===== config.mk =====
export PLATFORM = sky130hd
export DESIGN_NAME = integer_to_ascii_formatter_flat
export DESIGN_NICKNAME = d
export VERILOG_FILES = /design/src/rtl/core/itoa_pkg.sv /design/src/rtl/core/itoa_if.sv /design/src/rtl/core/integer_to_ascii_formatter.sv /design/src/rtl/core/itoa_ctrl.sv /design/src/rtl/core/itoa_dp.sv /design/src/flat_wrapper.sv
export SDC_FILE = /design/constraint.sdc
export NUM_CORES = 1
export LEC_CHECK = 0
export BUFFER_PORTS_ARGS = -buffer_cell sky130_fd_sc_hd__buf_2
export CAP_MARGIN = 5
export CORE_MARGIN = 2
export CORE_UTILIZATION = 30
export CTS_CLUSTER_DIAMETER = 40
export DETAILED_ROUTE_END_ITERATION = 8
export PLACE_DENSITY_LB_ADDON = 0.08
export SLEW_MARGIN = 20
export SYNTH_ARGS = -nofsm -noshare
export SYNTH_HDL_FRONTEND = slang
export SYNTH_SLANG_ARGS = --single-unit

===== constraint.sdc =====
create_clock -name clk -period 4 [get_ports clk]
set_input_delay 0.6 -clock clk [delete_from_list [all_inputs] [get_ports clk]]
set_output_delay 0.6 -clock clk [all_outputs]
set_load 0.01 [all_outputs]

===== src/rtl/core/itoa_pkg.sv =====
package itoa_pkg;

  // Width of the number that is formatted; the input field itself is always 64 bits.
  localparam int VALUE_WIDTH = 64;
  localparam int IN_W        = 64;
  localparam int REQ_W       = 2;
  localparam int CHAR_W      = 8;

  // Hex64 always shows 16 digits, so the hex shifter is 64 bits whatever VALUE_WIDTH is.
  localparam int HEX_W       = 64;
  localparam int HEX32_DIGITS = 8;
  localparam int HEX64_DIGITS = HEX_W / 4;

  // Decimal digits needed for VALUE_WIDTH bits: floor(w * log10(2)) + 1
  localparam int DEC_DIGITS  = (VALUE_WIDTH * 30103) / 100000 + 1;
  localparam int BCD_W       = 4 * DEC_DIGITS;
  localparam int CNT_W       = $clog2(VALUE_WIDTH + 1);

  localparam logic [CHAR_W-1:0] ASCII_ZERO  = 8'h30;
  localparam logic [CHAR_W-1:0] ASCII_X     = 8'h78;
  localparam logic [CHAR_W-1:0] ASCII_MINUS = 8'h2d;
  localparam logic [CHAR_W-1:0] ASCII_A_OFS = 8'h57;  // 'a' - 10

  typedef enum logic [REQ_W-1:0] {
    REQ_HEX32 = 2'd0,
    REQ_HEX64 = 2'd1,
    REQ_UDEC  = 2'd2,
    REQ_SDEC  = 2'd3
  } req_t;

  typedef enum logic [2:0] {
    CH_ZERO  = 3'd0,
    CH_X     = 3'd1,
    CH_MINUS = 3'd2,
    CH_HEX   = 3'd3,
    CH_DEC   = 3'd4
  } char_sel_t;

  typedef struct packed {
    logic      load;
    logic      dabble;
    logic      dec_init;
    logic      shift_dec;
    logic      shift_hex;
    logic      emit;
    char_sel_t sel;
    logic      last;
  } itoa_cmd_t;

  typedef struct packed {
    logic neg;
    logic cnt_one;
    logic digit_zero;
    logic out_free;
  } itoa_stat_t;

  function automatic logic [CHAR_W-1:0] hex_char(input logic [3:0] d);
    logic [CHAR_W-1:0] r;
    if (d > 4'd9) begin
      r = {4'd0, d} + ASCII_A_OFS;
    end else begin
      r = {4'd0, d} + ASCII_ZERO;
    end
    return r;
  endfunction

  function automatic logic bcd_legal(input logic [BCD_W-1:0] b);
    logic ok;
    ok = 1'b1;
    for (int i = 0; i < DEC_DIGITS; i++) begin
      if (b[4*i +: 4] > 4'd9) begin
        ok = 1'b0;
      end
    end
    return ok;
  endfunction

endpackage


===== src/rtl/core/itoa_if.sv =====
interface itoa_in_if;
  logic                          valid;
  logic                          ready;
  logic [itoa_pkg::REQ_W-1:0]    req_type;
  logic [itoa_pkg::IN_W-1:0]     value;

  modport source (output valid, output req_type, output value, input ready);
  modport sink   (input valid, input req_type, input value, output ready);
endinterface

interface itoa_out_if;
  logic                          valid;
  logic                          ready;
  logic [itoa_pkg::CHAR_W-1:0]   char_code;
  logic                          last_char;

  modport source (output valid, output char_code, output last_char, input ready);
  modport sink   (input valid, input char_code, input last_char, output ready);
endinterface


===== src/rtl/core/integer_to_ascii_formatter.sv =====
// Channel  Dir  Fields                          Accepted when
// in_ch    in   req_type[1:0], value[63:0]      in_ch.valid && in_ch.ready
// out_ch   out  char_code[7:0], last_char       out_ch.valid && out_ch.ready
//
// One item at a time; in_ch.ready is high only between runs.
// Hex: a load, then "0x" and 8 (hex32) or 16 (hex64) digits, one character a cycle
// while out_ch does not stall. Decimal: a load, VALUE_WIDTH shift-and-add-3 steps, then
// DEC_DIGITS digit steps (leading zeros dropped without output), plus '-' if negative.
// Characters leave through a single output register; a stalled out_ch holds the sequencer.
// Synchronous reset clears the sequencer and the output valid; data registers are not reset.
module integer_to_ascii_formatter (
  input  logic       clk,
  input  logic       rst,
  itoa_in_if.sink    in_ch,
  itoa_out_if.source out_ch
);
  import itoa_pkg::*;

  itoa_cmd_t  cmd;
  itoa_stat_t st;
  req_t       req;

  assign req = req_t'(in_ch.req_type);

  itoa_ctrl u_ctrl (
    .clk      (clk),
    .rst      (rst),
    .in_valid (in_ch.valid),
    .in_req   (req),
    .in_ready (in_ch.ready),
    .st       (st),
    .cmd      (cmd)
  );

  itoa_dp u_dp (
    .clk      (clk),
    .rst      (rst),
    .in_req   (req),
    .in_value (in_ch.value),
    .cmd      (cmd),
    .st       (st),
    .out_ch   (out_ch)
  );

endmodule


===== src/rtl/core/itoa_ctrl.sv =====
module itoa_ctrl (
  input  logic                 clk,
  input  logic                 rst,
  input  logic                 in_valid,
  input  itoa_pkg::req_t       in_req,
  output logic                 in_ready,
  input  itoa_pkg::itoa_stat_t st,
  output itoa_pkg::itoa_cmd_t  cmd
);
  import itoa_pkg::*;

  typedef enum logic [6:0] {
    S_IDLE   = 7'b0000001,
    S_DABBLE = 7'b0000010,
    S_SIGN   = 7'b0000100,
    S_PFX0   = 7'b0001000,
    S_PFXX   = 7'b0010000,
    S_HEX    = 7'b0100000,
    S_DEC    = 7'b1000000
  } state_t;

  state_t state, state_next;
  logic   seen, seen_next;  // a decimal digit has gone out

  always_comb begin
    cmd        = '0;
    state_next = state;
    seen_next  = seen;
    in_ready   = 1'b0;
    case (state)
      S_IDLE: begin
        in_ready  = 1'b1;
        seen_next = 1'b0;
        if (in_valid) begin
          cmd.load = 1'b1;
          if (in_req == REQ_HEX32 || in_req == REQ_HEX64) begin
            state_next = S_PFX0;
          end else begin
            state_next = S_DABBLE;
          end
        end
      end
      S_DABBLE: begin
        cmd.dabble = 1'b1;
        if (st.cnt_one) begin
          cmd.dec_init = 1'b1;
          state_next   = st.neg ? S_SIGN : S_DEC;
        end
      end
      S_SIGN: begin
        if (st.out_free) begin
          cmd.emit   = 1'b1;
          cmd.sel    = CH_MINUS;
          state_next = S_DEC;
        end
      end
      S_DEC: begin
        // leading zeros are dropped, but the units digit always goes out
        if (st.digit_zero && !seen && !st.cnt_one) begin
          cmd.shift_dec = 1'b1;
        end else if (st.out_free) begin
          cmd.emit      = 1'b1;
          cmd.sel       = CH_DEC;
          cmd.last      = st.cnt_one;
          cmd.shift_dec = 1'b1;
          seen_next     = 1'b1;
          if (st.cnt_one) begin
            state_next = S_IDLE;
          end
        end
      end
      S_PFX0: begin
        if (st.out_free) begin
          cmd.emit   = 1'b1;
          cmd.sel    = CH_ZERO;
          state_next = S_PFXX;
        end
      end
      S_PFXX: begin
        if (st.out_free) begin
          cmd.emit   = 1'b1;
          cmd.sel    = CH_X;
          state_next = S_HEX;
        end
      end
      S_HEX: begin
        if (st.out_free) begin
          cmd.emit      = 1'b1;
          cmd.sel       = CH_HEX;
          cmd.last      = st.cnt_one;
          cmd.shift_hex = 1'b1;
          if (st.cnt_one) begin
            state_next = S_IDLE;
          end
        end
      end
      default: begin
        state_next = S_IDLE;
      end
    endcase
  end

  always_ff @(posedge clk) begin
    if (rst) begin
      state <= S_IDLE;
      seen  <= 1'b0;
    end else begin
      state <= state_next;
      seen  <= seen_next;
    end
  end

  a_emit_free: assert property (@(posedge clk) disable iff (rst)
    cmd.emit |-> st.out_free)
    else $error("character loaded while output register occupied");

  a_dec_start: assert property (@(posedge clk) disable iff (rst)
    (state == S_IDLE && in_valid && (in_req == REQ_UDEC || in_req == REQ_SDEC))
      |=> state == S_DABBLE)
    else $error("decimal item did not start conversion");

  a_dabble_run: assert property (@(posedge clk) disable iff (rst)
    (state == S_DABBLE && !st.cnt_one) |=> state == S_DABBLE)
    else $error("conversion left early");

  a_idle_quiet: assert property (@(posedge clk) disable iff (rst)
    (state == S_IDLE) |-> !cmd.emit)
    else $error("character emitted while idle");

endmodule


===== src/rtl/core/itoa_dp.sv =====
module itoa_dp (
  input  logic                          clk,
  input  logic                          rst,
  input  itoa_pkg::req_t                in_req,
  input  logic [itoa_pkg::IN_W-1:0]     in_value,
  input  itoa_pkg::itoa_cmd_t           cmd,
  output itoa_pkg::itoa_stat_t          st,
  itoa_out_if.source                    out_ch
);
  import itoa_pkg::*;

  logic [HEX_W-1:0]       bin;
  logic [BCD_W-1:0]       bcd;
  logic [BCD_W-1:0]       bcd_adj;
  logic [CNT_W-1:0]       cnt;
  logic                   neg;
  logic [VALUE_WIDTH-1:0] v;
  logic [VALUE_WIDTH-1:0] mag;
  logic                   v_neg;
  logic [CHAR_W-1:0]      ch;
  logic                   out_valid;
  logic [CHAR_W-1:0]      char_code;
  logic                   last_char;

  assign v     = in_value[VALUE_WIDTH-1:0];
  assign v_neg = (in_req == REQ_SDEC) && v[VALUE_WIDTH-1];
  assign mag   = v_neg ? (~v + VALUE_WIDTH'(1)) : v;

  // add 3 to every digit of five or more ahead of the shift
  always_comb begin
    for (int i = 0; i < DEC_DIGITS; i++) begin
      bcd_adj[4*i +: 4] = (bcd[4*i +: 4] >= 4'd5) ? (bcd[4*i +: 4] + 4'd3) : bcd[4*i +: 4];
    end
  end

  always_comb begin
    case (cmd.sel)
      CH_ZERO:  ch = ASCII_ZERO;
      CH_X:     ch = ASCII_X;
      CH_MINUS: ch = ASCII_MINUS;
      CH_HEX:   ch = hex_char(bin[HEX_W-1 -: 4]);
      CH_DEC:   ch = {4'd0, bcd[BCD_W-1 -: 4]} + ASCII_ZERO;
      default:  ch = ASCII_ZERO;
    endcase
  end

  always_ff @(posedge clk) begin
    if (cmd.load) begin
      neg <= v_neg;
      bcd <= '0;
      case (in_req)
        REQ_HEX32: begin
          bin <= {v[31:0], {(HEX_W-32){1'b0}}};
          cnt <= CNT_W'(HEX32_DIGITS);
        end
        REQ_HEX64: begin
          bin <= HEX_W'(v);
          cnt <= CNT_W'(HEX64_DIGITS);
        end
        default: begin
          bin <= HEX_W'(mag);
          cnt <= CNT_W'(VALUE_WIDTH);
        end
      endcase
    end else begin
      if (cmd.dabble) begin
        bcd <= {bcd_adj[BCD_W-2:0], bin[VALUE_WIDTH-1]};
        bin <= bin << 1;
      end else if (cmd.shift_dec) begin
        bcd <= bcd << 4;
      end else if (cmd.shift_hex) begin
        bin <= bin << 4;
      end
      if (cmd.dec_init) begin
        cnt <= CNT_W'(DEC_DIGITS);
      end else if (cmd.dabble || cmd.shift_dec || cmd.shift_hex) begin
        cnt <= cnt - CNT_W'(1);
      end
    end
  end

  // output register
  always_ff @(posedge clk) begin
    if (rst) begin
      out_valid <= 1'b0;
    end else if (cmd.emit) begin
      out_valid <= 1'b1;
    end else if (out_ch.ready) begin
      out_valid <= 1'b0;
    end
  end

  always_ff @(posedge clk) begin
    if (cmd.emit) begin
      char_code <= ch;
      last_char <= cmd.last;
    end
  end

  assign out_ch.valid     = out_valid;
  assign out_ch.char_code = char_code;
  assign out_ch.last_char = last_char;

  assign st.neg        = neg;
  assign st.cnt_one    = (cnt == CNT_W'(1));
  assign st.digit_zero = (bcd[BCD_W-1 -: 4] == 4'd0);
  assign st.out_free   = !out_valid || out_ch.ready;

  a_bcd_legal: assert property (@(posedge clk) disable iff (rst)
    cmd.shift_dec |-> bcd_legal(bcd))
    else $error("decimal digit out of range after conversion");

  a_emit_fills: assert property (@(posedge clk) disable iff (rst)
    cmd.emit |=> out_valid)
    else $error("emitted character not held in output register");

endmodule


===== src/flat_wrapper.sv =====
// flat-port wrapper written by rule: the top's interface ports become plain ports
module integer_to_ascii_formatter_flat import itoa_pkg::*;
  (clk, rst, in_ch_valid, in_ch_req_type, in_ch_value, in_ch_ready, out_ch_valid, out_ch_char_code, out_ch_last_char, out_ch_ready);
  itoa_in_if in_ch_i ();
  itoa_out_if out_ch_i ();
  input  logic clk;
  input  logic rst;
  input wire logic [$bits(in_ch_i.valid)-1:0] in_ch_valid;
  input wire logic [$bits(in_ch_i.req_type)-1:0] in_ch_req_type;
  input wire logic [$bits(in_ch_i.value)-1:0] in_ch_value;
  output wire logic [$bits(in_ch_i.ready)-1:0] in_ch_ready;
  output wire logic [$bits(out_ch_i.valid)-1:0] out_ch_valid;
  output wire logic [$bits(out_ch_i.char_code)-1:0] out_ch_char_code;
  output wire logic [$bits(out_ch_i.last_char)-1:0] out_ch_last_char;
  input wire logic [$bits(out_ch_i.ready)-1:0] out_ch_ready;
  assign in_ch_i.valid = in_ch_valid;
  assign in_ch_i.req_type = in_ch_req_type;
  assign in_ch_i.value = in_ch_value;
  assign in_ch_ready = in_ch_i.ready;
  assign out_ch_valid = out_ch_i.valid;
  assign out_ch_char_code = out_ch_i.char_code;
  assign out_ch_last_char = out_ch_i.last_char;
  assign out_ch_i.ready = out_ch_ready;
  integer_to_ascii_formatter u_core (.clk(clk), .rst(rst), .in_ch(in_ch_i), .out_ch(out_ch_i));
endmodule

Yosys cells after proc, flatten, opt, wreduce, memory -nomap -nowiden:

Index checks and enable logic that the tools add are counted.

* $add $sub $neg: 25
* $lt $le $gt $ge: 21
* eq/ne operators: 22
* multiplexer cells: 67
* bitwise operators: 1
* reduce and logical (&&, ||, !) cells: 20

Operators by type and width (number)
* 2-to-1 mux 64 bit: 5
* 2-to-1 mux 80 bit: 2
* one-hot mux 64 bit (2 select lines): 1
* 2-to-1 mux 4 bit: 23
* 2-to-1 mux 7 bit: 12
* >= comparator 4 x 3 -> 1 bit (second input constant): 20
* adder 4 x 2 -> 4 bit (second input constant): 19
* adder 64 x 1 -> 64 bit (second input constant): 1
* inverter 64 bit: 1
* one-hot mux 7 bit (7 select lines): 1
* one-hot mux 8 bit (4 select lines): 1
* one-hot mux 4 bit (5 select lines): 1
* adder 4 x 6 -> 7 bit (second input constant): 2
* == test 7 x 1 -> 1 bit (second input constant): 2
* one-hot mux 7 bit (2 select lines): 1
* 2-to-1 mux 1 bit: 12
* 2-to-1 mux 5 bit: 2
* adder 4 x 7 -> 8 bit (second input constant): 1
* 2-to-1 mux 8 bit: 1
* != test 2 x 1 -> 1 bit (second input constant): 4
* == test 7 x 2 -> 1 bit (second input constant): 1
* == test 7 x 3 -> 1 bit (second input constant): 1
* == test 7 x 4 -> 1 bit (second input constant): 1
* == test 7 x 5 -> 1 bit (second input constant): 1
* 26 further kinds: 40

* bits in registers: 170
* input bits: 70
* output and inout port bits: 11
* logic and storage cells: 165

Logic depth before layout (Yosys ltp):

* depth in word-level cells: 10
* gate-level depth with buffers: 11
* depth with buffers taken out: 8

Modules after synthesis:

Synthesis repeated with hierarchy kept, for this count alone.

* cells, all modules: 1382
* area, all modules: 12111.6 um^2

By module, submodules not included
* itoa_dp: times used 1, cells an instance 1302, area an instance 11427.2 um^2, sequential area each 4023.9 um^2
* itoa_ctrl: times used 1, cells an instance 80, area an instance 684.4 um^2, sequential area each 160.2 um^2

Worst setup path after synthesis:

OpenSTA, ideal clock, no wires.

* path type: flip-flop to flip-flop
* from: register u_core.u_ctrl.state[3]
* to: register u_core.u_dp.cnt[0] (enable)
* library setup time: 284 ps
* arrival time: 3807 ps
* required time: 3716 ps
* path slack: -91 ps
* stages on the path, launching flop included: 8
* path buffers: 3
* clock period less this slack: 4091 ps
* path through: dfxtp_1 clkbuf_1 or3_1 or3_1 clkbuf_1 clkbuf_1 nand3_1 or2_2

* longest elaborated chain between the ends: 5
* elaborated cells between the ends (all ways): 11
* classes of those cells: eq/ne: 4; mux: 4; reduce/logical: 3

RTL lines
* start: declaration: line itoa_ctrl.sv:22 `state_t state, state_next;`
* start signal: assignment: line itoa_ctrl.sv:108 `state <= state_next;`
* == test 7 x 2 -> 1 bit / == test 7 bit (equally long branches): line itoa_ctrl.sv:30 `case (state)`
* 2-to-1 mux 2 bit / 2-to-1 mux 1 bit (equally long branches): line itoa_ctrl.sv:30
* logical OR 1 bit (2 in series): line itoa_dp.sv:76 `end else if (cmd.dabble || cmd.shift_dec || cmd.shift_hex) begin`
* nonzero test 3 bit (no source line) (*)
* end signal: assignment: line itoa_dp.sv:62 `cnt <= CNT_W'(VALUE_WIDTH);`
* end signal: assignment: line itoa_dp.sv:75 `cnt <= CNT_W'(DEC_DIGITS);`
* end signal: assignment: line itoa_dp.sv:77 `cnt <= cnt - CNT_W'(1);`
* end: declaration: line itoa_dp.sv:15 `logic [CNT_W-1:0] cnt;`

Mark *: on every way between the ends. The rest lies on a longest branch, timed or not.
A chain may end at the register's enable or synchronous reset.

Worst setup path after layout:

* from: register u_core.u_dp.bcd[76]
* to: register u_core.u_dp.cnt[6] (enable)

* longest elaborated chain between the ends: 8

RTL lines
* start: declaration: line itoa_dp.sv:13 `logic [BCD_W-1:0] bcd;`
* start signal: assignment: line itoa_dp.sv:67 `bcd <= {bcd_adj[BCD_W-2:0], bin[VALUE_WIDTH-1]};`
* start signal: assignment: line itoa_dp.sv:70 `bcd <= bcd << 4;`
* zero test 4 bit: line itoa_dp.sv:106 `assign st.digit_zero = (bcd[BCD_W-1 -: 4] == 4'd0);`
* logical AND 1 bit (2 in series): line itoa_ctrl.sv:59 `if (st.digit_zero && !seen && !st.cnt_one) begin`
* 2-to-1 mux 1 bit: line itoa_ctrl.sv:59
* 2-to-1 mux 1 bit: line itoa_ctrl.sv:30
* logical OR 1 bit (2 in series): line itoa_dp.sv:76
* nonzero test 3 bit (no source line)

No other way between the ends.

==> flow_summary_export.csv <==
group,metric,value,unit
setup_path,slowest_delay,0.69,ns
route,wl_per_cell,19.7,µm
route,drtAntennaViolNets,0,
clocking,tritoncts,"done",
clocking,clk_latency,0.46,ns
logic_synthesis,synth_compound_area_share,22.2,%
setup_path,worstSetupPathType,"register to register",
sta,fmaxAchievable,337,MHz
logic_synthesis,syn_inst,1446,
power,ir_drop,0.303,mV
setup_path,path_cells,"inv_1, ha_1, or4b_1, a31oi_1, o2111a_2, buf_4, or2_2",
floorplan,die_x,203,µm
floorplan,pin_count,81,
flow_run,maxCapViolations,0,
final_layout,final_core_util,34.5,%
clocking,postCtsSetupBuffers,0,
setup_path,crit_path_end_kind,"register",
sta,finalCritPeriodShare,74.1,%
hold_path,worstHoldPathType,"primary input to register",
sta,tightest_slew,0.947,ns
sta,finalSetupViolCount,0,
global_route,grt_pass1_vias,10637,
logic_synthesis,synth_seq_cells,169,
floorplan,start_util,30.5,%
route,vias,10998,
final_layout,design_area,0.0134,mm²
logic_synthesis,synth_area,0.0118,mm²
power,powerDensity,399,mW/mm²
logic_synthesis,synthMuxAreaShare,7.41,%
logic_synthesis,ys_seq_area_share,35.4,%
clocking,cts.sinks,169,
logic_synthesis,synth_warnings,0,
placement,port_buffers,79,
logic_synthesis,yosysMostFrequentCell,"nor2_1",
route,drc_errors,0,
clocking,cts_buffers,17,
sta,maxSlewViolCount,0,
logic_synthesis,synth-simple-area-share,21.2,%
sta,setup-tns-final,0,ns
clocking,cts_root_buf,"clkbuf_16",
route,via_per_inst,5.48,
sta,max_slew_margin,36.9,%
setup_path,crit_fanout,80,
setup_path,slowest_stage,"buf_4",
logic_synthesis,synth_top_cell_by_area,"edfxtp_1",
global_route,grt_pass1_wl,62700,µm
placement,gp_congestion,0.854,
logic_synthesis,synth_top_area_share,20.3,%
route,wirelength,39600,µm
logic_synthesis,synthAdderAreaFrac,4.87,%
floorplan,dieArea,0.0410,mm²
run_status,status,"completed",
logic_synthesis,synth-edff-count,80,
logic_synthesis,ys_types,73,
final_layout,area_growth,13.1,%
logic_synthesis,synth_common_cells,"nor2_1, nand2_1, a21oi_1, o21ai_0, dfxtp_1",
floorplan,coreArea,0.0387,mm²
logic_synthesis,syn_nets,1562,
logic_synthesis,yosys-top-cells-area,"edfxtp_1, dfxtp_1, mux2i_1",
sta,finalWorstSetupSlack,1.04,ns
sta,fin_skew,0.0133,ns
clocking,cts.path.max_buffers,2,
logic_synthesis,async_reset_ff_share,0,%
global_route,antenna_found_initial,6,
global_route,grt_usage,19.5,%
setup_path,crit_required,4.16,ns
power,p_leak,0.00483,µW
clocking,cts_resized,0,
setup_path,worstPathArrival,3.12,ns
placement,pre_cts_slack,0.759,ns
clocking,cts_max_level,4,
placement,place_area,0.0128,mm²
logic_synthesis,synth_top_family_by_area,"compound AO/OA/AOI/OAI gates",
sta,rsz0062_at_grt,"no",
clocking,clk_pin_slew,0.08,ns
sta,hold_slack,0.448,ns
final_layout,nets,1590,
sta,fin_crit,2.96,ns
sta,final-hold-violation-count,0,
route,drtPass1Iterations,5,
clocking,cts.hold.buffers_added,0,
global_route,grt_max_degree,81,
floorplan,dieHeight,203,µm
logic_synthesis,yosys.area_share.xor_xnor,3.93,%
route,drtIter0Drc,818,
logic_synthesis,avgSynthCellArea,8.18,µm²
final_layout,layout-drive-gt1-share,11.4,%
placement,hpwl,26900,µm
floorplan,rows,72,
global_route,grt_overflow,0,
setup_path,startpoint_type,"register",
logic_synthesis,ys.flop_type,"dfxtp_1",
[registers in the layout (all words and copies together) (netlist names)]
name / cells
u_core.u_dp.cnt: 7
u_core.u_dp.bin: 64
u_core.u_dp.bcd: 80
u_core.u_dp.out_ch.last_char: 1
u_core.u_dp.out_ch.valid: 1
u_core.u_dp.neg: 1
u_core.u_ctrl.state: 7
u_core.u_ctrl.seen: 1
u_core.u_dp.out_ch.char_code: 7
[critical path, delay by kind of cell, from the launching register on]
| kind | cells | cell delay [ns] |
|---|---|---|
| compound gates | 2 | 0.47 |
| fa+ha+maj | 1 | 0.15 |
| buf+inv | 2 | 0.79 |
| flops | 1 | 0.37 |
| simple gates | 2 | 0.83 |
[cell type report]
class | count | area (µm²)
antenna | 2 | 5.00
clock buffer | 20 | 468
clock inverter | 12 | 130
fill | 4136 | 25400
inverter | 55 | 209
multi-input combinational | 1123 | 7080
sequential | 169 | 4180
tap | 518 | 648
timing repair buffer | 108 | 638
[metrics by stage]
stage | std cells | power (µW)
finish | 2007 | 5330
floorplan | 1446 | 3120
CTS | 2005 | 5400
global placement | 1973 | 3630
global route | 2005 | 5620
detailed placement | 1973 | 3620
[worst paths after layout]
| path | start | end | slack, ns | depth (start not counted) |
|---|---|---|---|---|
| min | rst | u_core.u_ctrl.state[4]$_SDFFE_PP0P_ | 0.45 | 2 |
| max reg2reg | u_core.u_dp.bcd[76]$_SDFFE_PP0P_ | u_core.u_dp.cnt[6]$_DFFE_PP_ | 1.04 | 7 |
| max | u_core.u_dp.bcd[76]$_SDFFE_PP0P_ | u_core.u_dp.cnt[6]$_DFFE_PP_ | 1.04 | 7 |
| min reg2reg | u_core.u_ctrl.seen$_SDFFE_PP0P_ | u_core.u_ctrl.seen$_SDFFE_PP0P_ | 0.50 | 2 |
[power breakdown]
part	switching [µW]	internal, µW
combinational	853	439
clock	812	935
sequential	162	2130
total	1830	3510
[placed cells by master, fill, tap and decap left out, drive strengths merged, types with 4 or more instances in the layout]
cell type / count
buf: 108
or4: 9
or2: 4
a32oi: 20
nor4: 22
inv: 63
a21o: 5
nand2: 141
edfxtp: 80
nor3b: 22
a221oi: 40
nand3b: 5
mux2: 12
ha: 46
xnor2: 47
dfxtp: 89
o211ai: 7
nor3: 53
o221ai: 5
mux2i: 74
nand2b: 24
xor2: 6
clkbuf: 20
a31oi: 33
o21ai: 102
or3: 6
a41oi: 4
nand3: 32
o31ai: 13
and2: 6
a21oi: 138
nor2b: 4
nor2: 166
o311a: 4
a22oi: 19
o21a: 7
nand4: 7
[metal layers]
layer	up-vias	global-route usage [%]	wire [µm]
met1	5266	26.8	18700
met3	49	4.11	2220
li1	5385	-	-
met2	290	30.7	17900
met4	8	5.63	680
met5	-	0	42
[logic make-up after synthesis]
| kind of cell | after synthesis |
|---|---|
| other cells | 1 |
| xor+xnor | 53 |
| simple gates | 518 |
| compound gates | 419 |
| buf+inv | 154 |
| flops | 169 |
| fa+ha+maj | 46 |
| mux | 86 |
No activity file was read; power rests on OpenSTA's default activity.
